===== src/sv/drb_pkg.sv =====
// Shared types and constants for the detection box regression block.
// No dependencies; imported by the controller, datapath and top level.
`default_nettype none

package drb_pkg;

  localparam int MAX_COMPONENTS = 8;
  localparam int MAX_PARTS      = 8;
  // height term, then top and left of the root and of every part
  localparam int TERMS          = 1 + 2 * (1 + MAX_PARTS);
  localparam int COEF_DEPTH     = MAX_COMPONENTS * TERMS;   // words per edge set
  localparam int COEF_AW        = $clog2(COEF_DEPTH);
  localparam int POS_W          = $clog2(TERMS + 1);
  localparam int NUM_EDGES      = 4;

  localparam int COMP_W   = 3;
  localparam int IDX_W    = 5;
  localparam int SEL_W    = 2;
  localparam int COEF_W   = 32;
  localparam int COORD_W  = 16;
  localparam int VAL_W    = COORD_W + 1;            // bottom - top
  localparam int PROD_W   = VAL_W + COEF_W;
  localparam int ACC_W    = 64;
  localparam int FRAC_W   = 20;                     // Q4 coords * Q16 coefs
  localparam int EDGE_W   = 12;
  localparam int RATIO_W  = 16;
  localparam int RATIO_FR = 12;
  localparam int ORIG_W   = 16;
  localparam int CFG_IW   = 2;
  localparam int CFG_DW   = 16;

  localparam logic OP_LOAD = 1'b0;
  localparam logic OP_BOX  = 1'b1;

  localparam logic [CFG_IW-1:0] CFG_IMAGE_WIDTH  = 2'd0;
  localparam logic [CFG_IW-1:0] CFG_IMAGE_HEIGHT = 2'd1;
  localparam logic [CFG_IW-1:0] CFG_RATIO_RECIP  = 2'd2;

  localparam logic [EDGE_W-1:0]  RST_IMAGE_WIDTH  = 12'd640;
  localparam logic [EDGE_W-1:0]  RST_IMAGE_HEIGHT = 12'd480;
  localparam logic [RATIO_W-1:0] RST_RATIO_RECIP  = 16'd4096;

  typedef enum logic [1:0] {
    TERM_HEIGHT,
    TERM_TOP,
    TERM_LEFT
  } term_t;

  typedef struct packed {
    logic  load_wr;
    logic  take_item;
    logic  issue;
    term_t term;
    logic  edge_calc;
    logic  rescale;
    logic  out_load;
    logic  restart;
  } drb_cmd_t;

  typedef struct packed {
    logic root;
    logic out_free;
  } drb_sts_t;

endpackage

`default_nettype wire


===== src/sv/drb_ctrl.sv =====
// Sequencer for the box regression: accepts words, steps terms through
// the datapath and finishes a detection. Depends on drb_pkg.
`default_nettype none

module drb_ctrl (
  input  wire logic             clk,
  input  wire logic             rst_n,
  input  wire logic             in_tvalid,
  input  wire logic             in_tuser,
  input  wire logic             in_tlast,
  output logic                  in_tready,
  input  wire drb_pkg::drb_sts_t sts,
  output drb_pkg::drb_cmd_t     cmd
);
  import drb_pkg::*;

  typedef enum logic [2:0] {
    S_IDLE,
    S_ISSUE,
    S_DRAIN1,
    S_DRAIN2,
    S_EDGE,
    S_SCALE,
    S_OUT
  } state_t;

  state_t state_r, state_nxt;
  term_t  term_r, term_nxt;
  logic   last_r, last_nxt;

  always_comb begin
    state_nxt = state_r;
    term_nxt  = term_r;
    last_nxt  = last_r;
    cmd       = '0;
    cmd.term  = term_r;
    unique case (state_r)
      S_IDLE: begin
        if (in_tvalid) begin
          if (in_tuser == OP_BOX) begin
            cmd.take_item = 1'b1;
            term_nxt      = sts.root ? TERM_HEIGHT : TERM_TOP;
            last_nxt      = in_tlast;
            state_nxt     = S_ISSUE;
          end else begin
            cmd.load_wr = 1'b1;
          end
        end
      end
      S_ISSUE: begin
        cmd.issue = 1'b1;
        unique case (term_r)
          TERM_HEIGHT: term_nxt = TERM_TOP;
          TERM_TOP:    term_nxt = TERM_LEFT;
          default:     state_nxt = last_r ? S_DRAIN1 : S_IDLE;
        endcase
      end
      // DRAIN1 and DRAIN2 let the read and multiply stages empty
      S_DRAIN1: state_nxt = S_DRAIN2;
      S_DRAIN2: state_nxt = S_EDGE;
      S_EDGE: begin
        cmd.edge_calc = 1'b1;
        state_nxt     = S_SCALE;
      end
      S_SCALE: begin
        cmd.rescale = 1'b1;
        state_nxt   = S_OUT;
      end
      S_OUT: begin
        if (sts.out_free) begin
          cmd.out_load = 1'b1;
          cmd.restart  = 1'b1;
          state_nxt    = S_IDLE;
        end
      end
      default: state_nxt = S_IDLE;
    endcase
  end

  always_ff @(posedge clk) begin
    if (!rst_n) begin
      state_r <= S_IDLE;
      term_r  <= TERM_HEIGHT;
      last_r  <= 1'b0;
    end else begin
      state_r <= state_nxt;
      term_r  <= term_nxt;
      last_r  <= last_nxt;
    end
  end

  assign in_tready = (state_r == S_IDLE);

  a_out_only_when_free: assert property (@(posedge clk) disable iff (!rst_n)
    cmd.out_load |-> sts.out_free)
    else $error("result loaded while output word still pending");

  a_scale_after_edge: assert property (@(posedge clk) disable iff (!rst_n)
    cmd.rescale |-> $past(cmd.edge_calc))
    else $error("rescale without fresh edges");

endmodule

`default_nettype wire


===== config.mk =====
export PLATFORM = sky130hd
export DESIGN_NAME = drb_ctrl
export DESIGN_NICKNAME = d
export VERILOG_FILES = /design/src/sv/drb_pkg.sv /design/src/sv/drb_ctrl.sv
export SDC_FILE = /design/constraint.sdc
export NUM_CORES = 1
export LEC_CHECK = 0
export BUFFER_PORTS_ARGS = -buffer_cell sky130_fd_sc_hd__buf_2
export CAP_MARGIN = 20
export CORE_AREA = 5 5 42 44
export CTS_BUF_LIST = sky130_fd_sc_hd__clkbuf_4 sky130_fd_sc_hd__clkbuf_8 sky130_fd_sc_hd__clkbuf_16
export DETAILED_ROUTE_END_ITERATION = 10
export DIE_AREA = 0 0 47 49
export GPL_TIMING_DRIVEN = 0
export PLACE_DENSITY = 0.64
export REMOVE_ABC_BUFFERS = 1
export SYNTH_ARGS = -nofsm -noshare
export SYNTH_HDL_FRONTEND = slang
export SYNTH_SLANG_ARGS = --single-unit

===== constraint.sdc =====
create_clock -name clk -period 1.2 [get_ports clk]
set_input_delay 0.36 -clock clk [delete_from_list [all_inputs] [get_ports clk]]
set_output_delay 0.36 -clock clk [all_outputs]
set_load 0.05 [all_outputs]

* Word level (Yosys, flattened, before mapping)
Index checks and enable logic that the tools add are counted.
** Cells by class
- Equality and inequality tests :: 12
- Multiplexer cells :: 20
- Reductions and logical operators :: 7
** Operator list (number)
- case mux 3 bit (7 select lines) :: 1
- 2-to-1 mux 2 bit :: 7
- 2-to-1 mux 3 bit :: 4
- == test 3 bit (second input constant) :: 3
- != test 2 bit (second input constant) :: 4
- case mux 2 bit (2 select lines) :: 2
- AND reduction 4 bit :: 2
- == test 3 x 2 -> 1 bit (second input constant) :: 2
- 2-to-1 mux 1 bit :: 6
- == test 3 x 1 -> 1 bit (second input constant) :: 1
- logical NOT 3 bit :: 1
- != test 3 bit (second input constant) :: 1
- AND reduction 3 bit :: 1
- == test 2 x 1 -> 1 bit (second input constant) :: 1
- logical NOT 2 bit :: 1
- nonzero test 2 bit :: 1
- OR reduction 2 bit :: 1
** Storage, ports and cells
- Flip-flop bits (word level) :: 6
- Bits of input ports :: 7
- Logic and storage cells :: 42

* Depth between registers and ports, before layout
- Word-level depth :: 4
- Depth in mapped cells :: 4

* Worst setup path before layout
OpenSTA, ideal clock, no wires.
- Kind :: reg-to-output
- Start :: register state_r[2]
- End :: output port cmd[8] in the netlist's numbering
- Arrival :: 1.863 ns
- Required time :: 0.840 ns
- Slack :: -1.023 ns
- Stages on the path, launching flop included :: 3
- Path buffers :: 0
- Cells stage by stage :: dfxtp_1 -> or3_4 -> nor3b_1
** RTL lines
- start: declaration :: RTL line drb_ctrl.sv:27 : state_t state_r, state_nxt;
- start signal: assignment :: RTL line drb_ctrl.sv:86 : state_r <= state_nxt;
- end: declaration :: RTL line drb_ctrl.sv:13 : output drb_pkg::drb_cmd_t cmd

==> reports/metrics.cfg <==
[outcome]
run_status = complete, but fails checks
violations = setup timing

[worst_setup_path]
worstPathCellList = or3_4 -> nor3b_4 -> buf_6
r2r_setup_slack_ns = -0.15
cp.arrival_ns = 1.41
reg2reg_from = state_r[0]
r2r_cells = 5
start_kind = flop
worst-path-buf-inv = 1
worstPathRequired_ns = 0.84
crit_fanout = 4
r2r_end = term_r[0]
worstSetupPathType = reg -> out
critical-path-top-delay-family = simple AND/OR/NAND/NOR gates
slowest_delay_ns = 0.42
endpoint_kind = output pin
slowest_stage = or3_4

[sta]
fmax_mhz = 565
final-setup-viol-count = 12
drv_slew = 0
fin_crit_ns = 1.77
fin_crit_sh_pct = 147
fin_hold_ws_ns = 0.345
slew_headroom_pct = 86.8
worstMarginPinSlew_ns = 0.198
final.setup_skew_ns = 0.0127
rsz0062_at_grt = yes
setup_ws_ns = -0.570
hold_viol = 0

[global_routing]
grtUsageTotal_pct = 12.1
grt_pass1_vias = 445
grt_pass1_wl_um = 2000
grt-ovfl-total = 0
grt_max_degree = 13
antenna_found_initial = 0

[layout]
design_area_um2 = 758
nNetsFinal = 90
drive_gt1_share_pct = 61.7
antennaDiodeCount = 0
fill_cells = 124
final_core_utilization_pct = 54.1
final_common_cell = buf_4
layout_common_cells = buf_4, buf_6, nand2_1, buf_2, buf_8
multi_input_area_um2 = 284
area.sequential_um2 = 133
area_growth_pct = 99.3

[power]
leakage_nw = 0.321
totalPowerFinal_mw = 0.710
vdd.ir_drop.worst_mv = 0.596
power_density_nw_per_um2 = 937

[floorplanning]
coreArea_um2 = 1400
start_util_pct = 27.1
fp-row-count = 14
die_w_um = 47
pin_count = 17
die_area_um2 = 2300
die-height_um = 49

[clock_network]
clock_sinks = 6
cts_root_buffer = clkbuf_4
htreeDepth = 1
cts_buffers = 3
cts_buffer_depth = 2
tritoncts = built
clk_pin_slew_ns = 0.06
ctsHoldBuffers = 0
clk_latency_ns = 0.25

[yosys]
syn_inst = 51
syn_avg_cell_area_um2 = 7.46
synth_top_cell_area_share_pct = 31.6
yosysUniqueCellTypes = 24
ys_seq_area_share_pct = 31.6
synth_warnings = 0
syn_area_um2 = 380
synth_area_leaders = dfxtp_1, a21oi_1, nand2_1, nor2_1, o21ai_1
ys_ff_latch = 6
yosys.area.top_type = dfxtp_1

[min_path]
whs_path_depth = 3
hold_end = last_r
holdCritStartpoint = in_tlast
hp-class = in -> reg

[placed_design]
gp_congestion = 0.841
port_buffers = 16
pre_cts_ws_ns = -0.478
hpwl_um = 746
dpl-instance-area_um2 = 455

[drt]
vias = 500
via_per_inst = 5.15
ant_nets = 0
route.final.wire_length_um = 1460
drt_iter0_drc = 11
drc_errors = 0
drtPass1Iterations = 4
wl_per_cell_um = 15.0

[run]
cap_violations = 0

[worst max path at each step]
| stage | cells after the start | slack [ns] | start | to |
|---|---|---|---|---|
| floorplan | 2 | -1.13 | state_r[2] | cmd[8] |
| global placement | 3 | -0.47 | state_r[2] | cmd[8] |
| detailed placement | 3 | -0.48 | state_r[2] | cmd[8] |
| CTS | 3 | -0.56 | state_r[0] | cmd[8] |
| global route | 3 | -0.61 | state_r[0] | cmd[8] |
| finish | 3 | -0.57 | state_r[0] | cmd[8] |
[flip-flops by register name (all words and copies together) (netlist names)]
register / flops
last_r: 1
state_r: 3
term_r: 2
[where the power goes]
group	internal [mW]	switching, mW
Combinational	0.138	0.156
Clock	0.114	0.0825
Sequential	0.209	0.0107
Total	0.461	0.249
[through the flow]
step	setup TNS (ns)	cells
global route	-4.81	97
detailed placement	-2.47	79
CTS	-3.44	86
floorplan	-6.10	47
global placement	-2.35	79
finish	-4.35	97
[worst register-to-register path, cell delays in order (launching register included)]
cell and delay, ns:
dfxtp_4 0.34, or3_4 0.42, buf_4 0.16, inv_4 0.06
a22o_1 0.13, o2111a_1 0.16
[timing repair]
action / CTS / global route
setup endpoints to repair: 14 / 12
gates resized for setup: 31 / 18
pin swaps: 4 / 2
buffers inserted: 4 / 11
[final cells by class]
cell class | count | share of cell area [%]
Multi-Input combinational cell | 38 | 37.5
Inverter | 3 | 1.82
Timing Repair Buffer | 31 | 37.6
Tap cell | 16 | 2.64
Clock buffer | 3 | 2.97
Sequential cell | 6 | 17.5
[cells by family (layout without fill, tap and decap cells)]
| family | count (synthesis) | count (layout) | synth area share [%] |
|---|---|---|---|
| flip-flops | 6 | 6 | 31.6 |
| AO/OA/AOI/OAI | 14 | 14 | 22.4 |
| AND/OR/NAND/NOR | 24 | 24 | 36.5 |
| buffers and inverters | 7 | 37 | 9.54 |
[cells in the mapped netlist (all sizes together)]
cell type	count
nand3b	1
nor3	1
nor2	6
nor3b	2
nand3	2
o211ai	1
o2111a	1
nand2	6
and4b	1
buf	4
nand2b	1
dfxtp	6
o21a	1
a22o	1
or3	1
a21oi	6
and2	1
or3b	1
o21ai	4
inv	3
nand4b	1
[per-layer routing]
metal  wire (µm)  track usage (%)  share of wire [%]
met3          98             6.27                6.7
met2         801             18.6                 55
met1         550             13.7                 38
met5           0                0                  0
met4           4             4.61               0.27
No activity file was read; power rests on OpenSTA's default activity.
